### config.mk
export PLATFORM = sky130hd
export DESIGN_NAME = present_key_schedule_unit_flat
export DESIGN_NICKNAME = d
export VERILOG_FILES = /design/src/rtl/pks_pkg.sv /design/src/rtl/pks_if.sv /design/src/rtl/pks_key_queue.sv /design/src/rtl/pks_round_engine.sv /design/src/rtl/present_key_schedule_unit.sv /design/src/flat_wrapper.sv
export SDC_FILE = /design/constraint.sdc
export NUM_CORES = 1
export LEC_CHECK = 0
export ABC_CLOCK_PERIOD_IN_PS = 18000
export BUFFER_PORTS_ARGS = -buffer_cell sky130_fd_sc_hd__buf_2
export CAP_MARGIN = 20
export CORE_ASPECT_RATIO = 2
export CORE_MARGIN = 5
export CORE_UTILIZATION = 35
export DETAILED_ROUTE_END_ITERATION = 16
export SYNTH_ARGS = -nofsm -noshare
export SYNTH_HDL_FRONTEND = slang
export SYNTH_SLANG_ARGS = --single-unit
### constraint.sdc
create_clock -name clk -period 18 [get_ports clk]
set_input_delay 0.9 -clock clk [delete_from_list [all_inputs] [get_ports clk]]
set_output_delay 0.9 -clock clk [all_outputs]
set_load 0.005 [all_outputs]
### src/rtl/pks_pkg.sv
// Package for the PRESENT key schedule unit: widths, the job type and the S-box.
// No dependencies; every other file of the block depends on it.
package pks_pkg;

    localparam int KEY_W       = 128;
    localparam int RK_W        = 64;
    localparam int ROUND_W     = 6;
    localparam int CTR_W       = 5;
    localparam int ROUND_KEYS  = 32;
    localparam int QUEUE_DEPTH = 2;

    typedef struct packed {
        logic               wide;
        logic [KEY_W-1:0]   key;
    } pks_job_t;

    localparam logic [3:0] SBOX [16] = '{
        4'hC, 4'h5, 4'h6, 4'hB, 4'h9, 4'h0, 4'hA, 4'hD,
        4'h3, 4'hE, 4'hF, 4'h8, 4'h4, 4'h7, 4'h1, 4'h2
    };

    function automatic logic [3:0] sbox(input logic [3:0] x);
        return SBOX[x];
    endfunction

endpackage

### src/rtl/pks_if.sv
// Handshake interfaces of the PRESENT key schedule unit: the key channel and the
// round key channel. Depends on pks_pkg for the field widths.
interface pks_key_if;
    logic                      valid;
    logic                      ready;
    logic [pks_pkg::RK_W-1:0]  key_low;
    logic [pks_pkg::RK_W-1:0]  key_high;

    modport source (output valid, output key_low, output key_high, input ready);
    modport sink   (input valid, input key_low, input key_high, output ready);
endinterface

interface pks_round_if;
    logic                         valid;
    logic                         ready;
    logic [pks_pkg::RK_W-1:0]     round_key;
    logic [pks_pkg::ROUND_W-1:0]  round_number;
    logic                         last_key;

    modport source (output valid, output round_key, output round_number, output last_key,
                    input ready);
    modport sink   (input valid, input round_key, input round_number, input last_key,
                    output ready);
endinterface

### src/rtl/pks_key_queue.sv
// Front part of the key schedule unit: holds the mode register, tags and masks
// each incoming key and keeps it in a short queue. Depends on pks_pkg, pks_if.
module pks_key_queue #(
    parameter int DEPTH = pks_pkg::QUEUE_DEPTH
) (
    input  logic              clk,
    input  logic              rst_n,
    input  logic              cfg_write_en,
    input  logic              cfg_write_data,
    pks_key_if.sink           key_in,
    output logic              job_valid,
    output pks_pkg::pks_job_t job,
    input  logic              job_take
);
    import pks_pkg::*;

    localparam int PTR_W = (DEPTH > 1) ? $clog2(DEPTH) : 1;
    localparam int CNT_W = $clog2(DEPTH + 1);

    pks_job_t           entry_reg [DEPTH];
    logic [PTR_W-1:0]   head_reg, head_next;
    logic [PTR_W-1:0]   tail_reg, tail_next;
    logic [CNT_W-1:0]   count_reg, count_next;
    logic               mode_reg, mode_next;
    logic               push;
    pks_job_t           new_job;

    assign key_in.ready = (count_reg != CNT_W'(DEPTH));
    assign push         = key_in.valid && key_in.ready;
    assign job_valid    = (count_reg != '0);
    assign job          = entry_reg[head_reg];

    always_comb
    begin
        new_job.wide = mode_reg;
        new_job.key  = {mode_reg ? key_in.key_high : {48'b0, key_in.key_high[15:0]},
                        key_in.key_low};
        mode_next    = cfg_write_en ? cfg_write_data : mode_reg;
        head_next    = head_reg;
        tail_next    = tail_reg;
        count_next   = count_reg;
        if (push)
        begin
            tail_next = (tail_reg == PTR_W'(DEPTH - 1)) ? '0 : tail_reg + 1'b1;
        end
        if (job_take)
        begin
            head_next = (head_reg == PTR_W'(DEPTH - 1)) ? '0 : head_reg + 1'b1;
        end
        if (push && !job_take)
        begin
            count_next = count_reg + 1'b1;
        end
        else if (!push && job_take)
        begin
            count_next = count_reg - 1'b1;
        end
    end

    always_ff @(posedge clk or negedge rst_n)
    begin
        if (!rst_n)
        begin
            head_reg  <= '0;
            tail_reg  <= '0;
            count_reg <= '0;
            mode_reg  <= 1'b0;
        end
        else
        begin
            head_reg  <= head_next;
            tail_reg  <= tail_next;
            count_reg <= count_next;
            mode_reg  <= mode_next;
        end
    end

    always_ff @(posedge clk)
    begin
        if (push)
        begin
            entry_reg[tail_reg] <= new_job;
        end
    end

endmodule

### src/rtl/pks_round_engine.sv
// Back part of the key schedule unit: the key register, the round counter and
// the registered round key output. Depends on pks_pkg and pks_if.
module pks_round_engine (
    input  logic              clk,
    input  logic              rst_n,
    input  logic              job_valid,
    input  pks_pkg::pks_job_t job,
    output logic              job_take,
    pks_round_if.source       round_out
);
    import pks_pkg::*;

    localparam logic [ROUND_W-1:0] LAST_ROUND = ROUND_W'(ROUND_KEYS);

    logic [KEY_W-1:0]    key_reg, key_next;
    logic [ROUND_W-1:0]  round_reg, round_next;
    logic                wide_reg, wide_next;
    logic                active_reg, active_next;
    logic                out_valid_reg, out_valid_next;
    logic [RK_W-1:0]     out_key_reg, out_key_next;
    logic [ROUND_W-1:0]  out_round_reg, out_round_next;
    logic                out_last_reg, out_last_next;
    logic                emit;
    logic                last_round;

    function automatic logic [KEY_W-1:0] update80(input logic [KEY_W-1:0] k,
                                                  input logic [CTR_W-1:0] c);
        logic [79:0] r;
        r          = {k[18:0], k[79:19]};
        r[79:76]   = sbox(r[79:76]);
        r[19:15]   = r[19:15] ^ c;
        return {48'b0, r};
    endfunction

    function automatic logic [KEY_W-1:0] update128(input logic [KEY_W-1:0] k,
                                                   input logic [CTR_W-1:0] c);
        logic [KEY_W-1:0] r;
        r          = {k[66:0], k[127:67]};
        r[127:124] = sbox(r[127:124]);
        r[123:120] = sbox(r[123:120]);
        r[66:62]   = r[66:62] ^ c;
        return r;
    endfunction

    assign round_out.valid        = out_valid_reg;
    assign round_out.round_key    = out_key_reg;
    assign round_out.round_number = out_round_reg;
    assign round_out.last_key     = out_last_reg;

    always_comb
    begin
        emit           = active_reg && (!out_valid_reg || round_out.ready);
        last_round     = (round_reg == LAST_ROUND);
        job_take       = job_valid && (!active_reg || (emit && last_round));
        key_next       = key_reg;
        round_next     = round_reg;
        wide_next      = wide_reg;
        active_next    = active_reg;
        out_key_next   = out_key_reg;
        out_round_next = out_round_reg;
        out_last_next  = out_last_reg;
        out_valid_next = emit || (out_valid_reg && !round_out.ready);
        if (emit)
        begin
            out_key_next   = wide_reg ? key_reg[127:64] : key_reg[79:16];
            out_round_next = round_reg;
            out_last_next  = last_round;
            if (last_round)
            begin
                active_next = 1'b0;
            end
            else
            begin
                key_next   = wide_reg ? update128(key_reg, round_reg[CTR_W-1:0])
                                      : update80(key_reg, round_reg[CTR_W-1:0]);
                round_next = round_reg + 1'b1;
            end
        end
        if (job_take)
        begin
            key_next    = job.key;
            wide_next   = job.wide;
            round_next  = ROUND_W'(1);
            active_next = 1'b1;
        end
    end

    always_ff @(posedge clk or negedge rst_n)
    begin
        if (!rst_n)
        begin
            round_reg     <= '0;
            active_reg    <= 1'b0;
            out_valid_reg <= 1'b0;
        end
        else
        begin
            round_reg     <= round_next;
            active_reg    <= active_next;
            out_valid_reg <= out_valid_next;
        end
    end

    always_ff @(posedge clk)
    begin
        key_reg       <= key_next;
        wide_reg      <= wide_next;
        out_key_reg   <= out_key_next;
        out_round_reg <= out_round_next;
        out_last_reg  <= out_last_next;
    end

endmodule

### src/rtl/present_key_schedule_unit.sv
// Top level of the PRESENT key schedule unit (80-bit and 128-bit keys).
// Depends on pks_pkg, pks_if, pks_key_queue and pks_round_engine.
//
//   channel     direction  payload                               handshake
//   key_in      in         key_low, key_high                     valid / ready
//   round_out   out        round_key, round_number, last_key     valid / ready
//   cfg         in         cfg_write_data (key length mode)      cfg_write_en
//
// Each key yields 32 round keys, one per cycle while round_out is not stalled;
// the single round update unit in the key register loop sets that rate.
// Keys follow each other with no gap while the key queue holds the next one.
// A stalled round key waits in the output register; the queue keeps taking keys
// until it is full.
// Reset clears the queue, the round engine and the output valid at once.
module present_key_schedule_unit #(
    parameter int QUEUE_DEPTH = pks_pkg::QUEUE_DEPTH
) (
    input  logic        clk,
    input  logic        rst_n,
    input  logic        cfg_write_en,
    input  logic        cfg_write_data,
    pks_key_if.sink     key_in,
    pks_round_if.source round_out
);
    import pks_pkg::*;

    logic      job_valid;
    logic      job_take;
    pks_job_t  job;

    pks_key_queue #(
        .DEPTH (QUEUE_DEPTH)
    ) u_queue (
        .clk            (clk),
        .rst_n          (rst_n),
        .cfg_write_en   (cfg_write_en),
        .cfg_write_data (cfg_write_data),
        .key_in         (key_in),
        .job_valid      (job_valid),
        .job            (job),
        .job_take       (job_take)
    );

    pks_round_engine u_engine (
        .clk       (clk),
        .rst_n     (rst_n),
        .job_valid (job_valid),
        .job       (job),
        .job_take  (job_take),
        .round_out (round_out)
    );

endmodule

### src/flat_wrapper.sv
// flat-port wrapper written by rule: the top's interface ports become plain ports
module present_key_schedule_unit_flat import pks_pkg::*;
#(
    parameter int QUEUE_DEPTH = pks_pkg::QUEUE_DEPTH
)
  (clk, rst_n, cfg_write_en, cfg_write_data, key_in_valid, key_in_key_low, key_in_key_high, key_in_ready, round_out_valid, round_out_round_key, round_out_round_number, round_out_last_key, round_out_ready);
  pks_key_if key_in_i ();
  pks_round_if round_out_i ();
  input  logic clk;
  input  logic rst_n;
  input  logic cfg_write_en;
  input  logic cfg_write_data;
  input wire logic [$bits(key_in_i.valid)-1:0] key_in_valid;
  input wire logic [$bits(key_in_i.key_low)-1:0] key_in_key_low;
  input wire logic [$bits(key_in_i.key_high)-1:0] key_in_key_high;
  output wire logic [$bits(key_in_i.ready)-1:0] key_in_ready;
  output wire logic [$bits(round_out_i.valid)-1:0] round_out_valid;
  output wire logic [$bits(round_out_i.round_key)-1:0] round_out_round_key;
  output wire logic [$bits(round_out_i.round_number)-1:0] round_out_round_number;
  output wire logic [$bits(round_out_i.last_key)-1:0] round_out_last_key;
  input wire logic [$bits(round_out_i.ready)-1:0] round_out_ready;
  assign key_in_i.valid = key_in_valid;
  assign key_in_i.key_low = key_in_key_low;
  assign key_in_i.key_high = key_in_key_high;
  assign key_in_ready = key_in_i.ready;
  assign round_out_valid = round_out_i.valid;
  assign round_out_round_key = round_out_i.round_key;
  assign round_out_round_number = round_out_i.round_number;
  assign round_out_last_key = round_out_i.last_key;
  assign round_out_i.ready = round_out_ready;
  present_key_schedule_unit #(.QUEUE_DEPTH(QUEUE_DEPTH)) u_core (.clk(clk), .rst_n(rst_n), .cfg_write_en(cfg_write_en), .cfg_write_data(cfg_write_data), .key_in(key_in_i), .round_out(round_out_i));
endmodule
==> results_tabular.tex <==
\begin{tabular}{lr}
\hline
Metric & Value \\
\hline
\multicolumn{2}{l}{\textbf{Place}} \\
Worst slack, placed & 13.95 ns \\
Gpl congestion & 0.802 \\
Placed cell area & 0.0211 sq mm \\
DPL Wire Length & 35.7 mm \\
Number of port buffers & 206 \\
\multicolumn{2}{l}{\textbf{Clock network}} \\
Clk pin slew, worst setup/hold paths & 0.07 ns \\
Clk root buf & sky130\_fd\_sc\_hd\_\_clkbuf\_16 \\
Maximum count of clock buffers along a single path & 3 \\
Hold buffer count at cts & 0 \\
Setup bufs post-CTS & 0 \\
Insertion delay of the later-clocked pin in the worst-skew pair & 0.57 ns \\
Number of sinks on the clock net & 471 \\
Post-CTS resize count & 0 \\
Number of buffers created by CTS & 43 \\
Number of H-tree branching levels & 2 \\
Clock tree from TritonCTS & done \\
\multicolumn{2}{l}{\textbf{Floorplan}} \\
Die Y-Extent & 343 um \\
Effective utilization at floorplan & 35.2\% \\
Area enclosed by the die boundary & 0.0606 sq mm \\
Area inside the core boundary & 0.0553 sq mm \\
Top Ports & 207 \\
Die boundary width & 177 um \\
Cell row count & 122 \\
\multicolumn{2}{l}{\textbf{Logic synthesis}} \\
Post-synth top area cell & sky130\_fd\_sc\_hd\_\_edfxtp\_1 \\
Count of distinct cell types in the synthesized netlist & 41 \\
Async SR Flop Fraction & 2.76\% \\
Seq/Total Area, Yosys & 72.5\% \\
Syn\_nets & 1241 \\
Cells after synthesis & 1088 \\
Synth area leaders & sky130\_fd\_sc\_hd\_\_edfxtp\_1, sky130\_fd\_sc\_hd\_\_mux2\_2, sky130\_fd\_sc\_hd\_\_mux2i\_1 \\
Area of the mapped netlist & 0.0194 sq mm \\
Most frequently used cell type in the post-synthesis netlist & sky130\_fd\_sc\_hd\_\_edfxtp\_1 \\
Synth Flop Type & sky130\_fd\_sc\_hd\_\_edfxtp\_1 \\
Syn Area/Cell & 17.9 sq um \\
Commonest cells post-synth & sky130\_fd\_sc\_hd\_\_edfxtp\_1, sky130\_fd\_sc\_hd\_\_mux2\_2, sky130\_fd\_sc\_hd\_\_mux2i\_1, sky130\_fd\_sc\_hd\_\_nand2\_1, sky130\_fd\_sc\_hd\_\_and2\_1 \\
Warning count from the yosys run & 0 \\
Count of state elements after synthesis & 471 \\
Area share of the largest cell type after synthesis & 70.8\% \\
Count of flip-flops with a built-in enable after synthesis & 458 \\
\multicolumn{2}{l}{\textbf{Global routing}} \\
GRT Util Overall & 16.2\% \\
Via count of the first global-routing pass & 10600 \\
Total gr overflow & 0 \\
Global-route wire length before repair & 71.7 mm \\
Maximum number of pins on one net before global-route repair & 83 \\
Initial antenna violation count & 7 \\
\multicolumn{2}{l}{\textbf{Final layout}} \\
Fraction of final layout cells with drive strength greater than 1 & 36.8\% \\
Antenna diode count & 0 \\
Post-route cell area & 0.0227 sq mm \\
Final net count & 1450 \\
Flip-flop count of the largest register, all copies and words added & 258 \\
Synthesis-to-layout area growth & 16.6\% \\
\multicolumn{2}{l}{\textbf{Outcome}} \\
Run status & completed \\
\multicolumn{2}{l}{\textbf{Timing}} \\
Unrepaired setup endpoints after global routing & false \\
Final Critical Period & 3.94 ns \\
Number of hold-slack violations in the final timing report & 0 \\
Setup-violating endpoint count in the final report & 0 \\
Final Slew Violations & 0 \\
Total negative setup slack & 0 ns \\
Maximum clock frequency & 0.254 GHz \\
Final cycle utilization of the critical path & 21.9\% \\
Least setup slack across all paths after layout & 14.06 ns \\
Setup Skew & 0.0236 ns \\
Transition time at the pin with the least slew margin & 0.975 ns \\
Worst hold margin & 0.237 ns \\
Worst slew margin relative to its limit & 35.0\% \\
\multicolumn{2}{l}{\textbf{Pwr}} \\
Sw Ratio & 26.9\% \\
Sequential group share of total power & 51.3\% \\
Overall Power & 3.09 mW \\
Pleak & 7.88 nW \\
Clk network pwr share & 31.7\% \\
Areal power density over the cells & 136 mW/mm\^{}2 \\
IR Drop Worst-Case VDD & 79.5 uV \\
Share of power burned in combinational logic & 16.9\% \\
Net load switching power & 830 uW \\
Internal Dissipation & 2.26 mW \\
\multicolumn{2}{l}{\textbf{Critical path}} \\
Crit path capture type & register \\
Worst Path Required & 18.30 ns \\
Kind of critical path & reg -> reg \\
Type of origin of the critical path & register \\
CP Max Fanout & 58 \\
Data arrival, critical path & 4.24 ns \\
\multicolumn{2}{l}{\textbf{Detailed routing}} \\
Post-detailed-route wirelength per cell & 24.3 um \\
Drt initial violations & 687 \\
Detail Route Antenna Nets & 0 \\
Post-DR vias/cell & 4.76 \\
Drt first pass iters & 5 \\
Final Routed Wirelength & 50.3 mm \\
Drc violations & 0 \\
Vias post-DR & 9865 \\
\multicolumn{2}{l}{\textbf{Flow run}} \\
Number of maximum-capacitance violations & 0 \\
\multicolumn{2}{l}{\textbf{Hold path}} \\
Hold/Removal Path Class & in -> async \\
\hline
\end{tabular}
## cells by family (layout without fill, tap and decap cells)
kind of cell | Yosys count | after routing | share of synthesized area (%)
flip-flops | 471 | 471 | 72.5
XOR/XNOR | 20 | 20 | 0.902
AO/OA/AOI/OAI | 31 | 31 | 1.06
buffers and inverters | 67 | 309 | 2.20
AND/OR/NAND/NOR | 159 | 159 | 4.12
adder cells (fa/ha/maj) | 19 | 19 | 1.22
multiplexers | 321 | 321 | 18.0
## cells in the final DEF, fill, tap and decap left out, types with 11 or more instances in the layout
| cell | count |
|---|---|
| sky130_fd_sc_hd__inv_1 | 12 |
| sky130_fd_sc_hd__mux2_2 | 191 |
| sky130_fd_sc_hd__nand2_1 | 63 |
| sky130_fd_sc_hd__ha_1 | 19 |
| sky130_fd_sc_hd__nor2_1 | 15 |
| sky130_fd_sc_hd__and2_1 | 50 |
| sky130_fd_sc_hd__clkbuf_16 | 45 |
| sky130_fd_sc_hd__edfxtp_1 | 458 |
| sky130_fd_sc_hd__dfrtp_1 | 11 |
| sky130_fd_sc_hd__mux2i_1 | 126 |
| sky130_fd_sc_hd__buf_4 | 12 |
| sky130_fd_sc_hd__buf_2 | 206 |
## layer usage
| layer | GRT usage, % | wire length (um) | vias to the layer above |
|---|---|---|---|
| met4 | 6.08 | 1840 | 12 |
| met2 | 30.5 | 27200 | 276 |
| li1 | - | - | 4553 |
| met1 | 18.0 | 18900 | 4941 |
| met3 | 3.00 | 2390 | 83 |
| met5 | 0 | 80 | - |
## final cells by class
class / instances / area [sq um]
tap: 744 / 931
timing repair buffer: 219 / 1150
clock inverter: 24 / 304
clock buffer: 54 / 1190
fill: 5113 / 32600
multi-input combinational: 550 / 4950
sequential: 471 / 14100
inverter: 12 / 45.0
## stage by stage
step	cells	util, %
after floorplan	1088	-
after global placement	1995	38.2
after detailed placement	1995	38.2
after CTS	2073	40.9
after global routing	2074	41.0
final	2074	41.0
## worst max-delay path, cell delays in order, from the launching register on
cell                      delay [ns]
sky130_fd_sc_hd__dfrtp_1        0.46
sky130_fd_sc_hd__or3_4          0.45
sky130_fd_sc_hd__o31ai_4        0.28
sky130_fd_sc_hd__o21a_4         0.46
sky130_fd_sc_hd__buf_4          0.82
sky130_fd_sc_hd__buf_4          0.73
sky130_fd_sc_hd__mux2_2         0.42
## power by group through the flow
stage          combinational [mW]  clock [mW]  sequential (mW)
3_5_place_dp                0.532           0             1.61
6_report                    0.523       0.979             1.58
2_1_floorplan               0.345           0             1.58
4_1_cts                     0.537        1.01             1.59
5_1_grt                     0.567        1.04             1.60
3_3_place_gp                0.527           0             1.60
## path summary, 6_finish.rpt
path	slack [ns]	cells past startpoint	from	to
worst max-delay path	14.06	6	u_core.u_engine.round_reg[4]	u_core.u_engine.key_reg[49]
worst min register to register	0.50	0	u_core.u_engine.round_reg[5]	u_core.u_engine.round_out.round_number[5]
worst min-delay path	0.24	1	rst_n	u_core.u_queue.tail_reg
max in group asynchronous	17.46	1	rst_n	u_core.u_queue.head_reg
min in group clk	0.50	0	u_core.u_engine.round_reg[5]	u_core.u_engine.round_out.round_number[5]
worst max register to register	14.06	6	u_core.u_engine.round_reg[4]	u_core.u_engine.key_reg[49]
(Power assumes the default switching activity.)
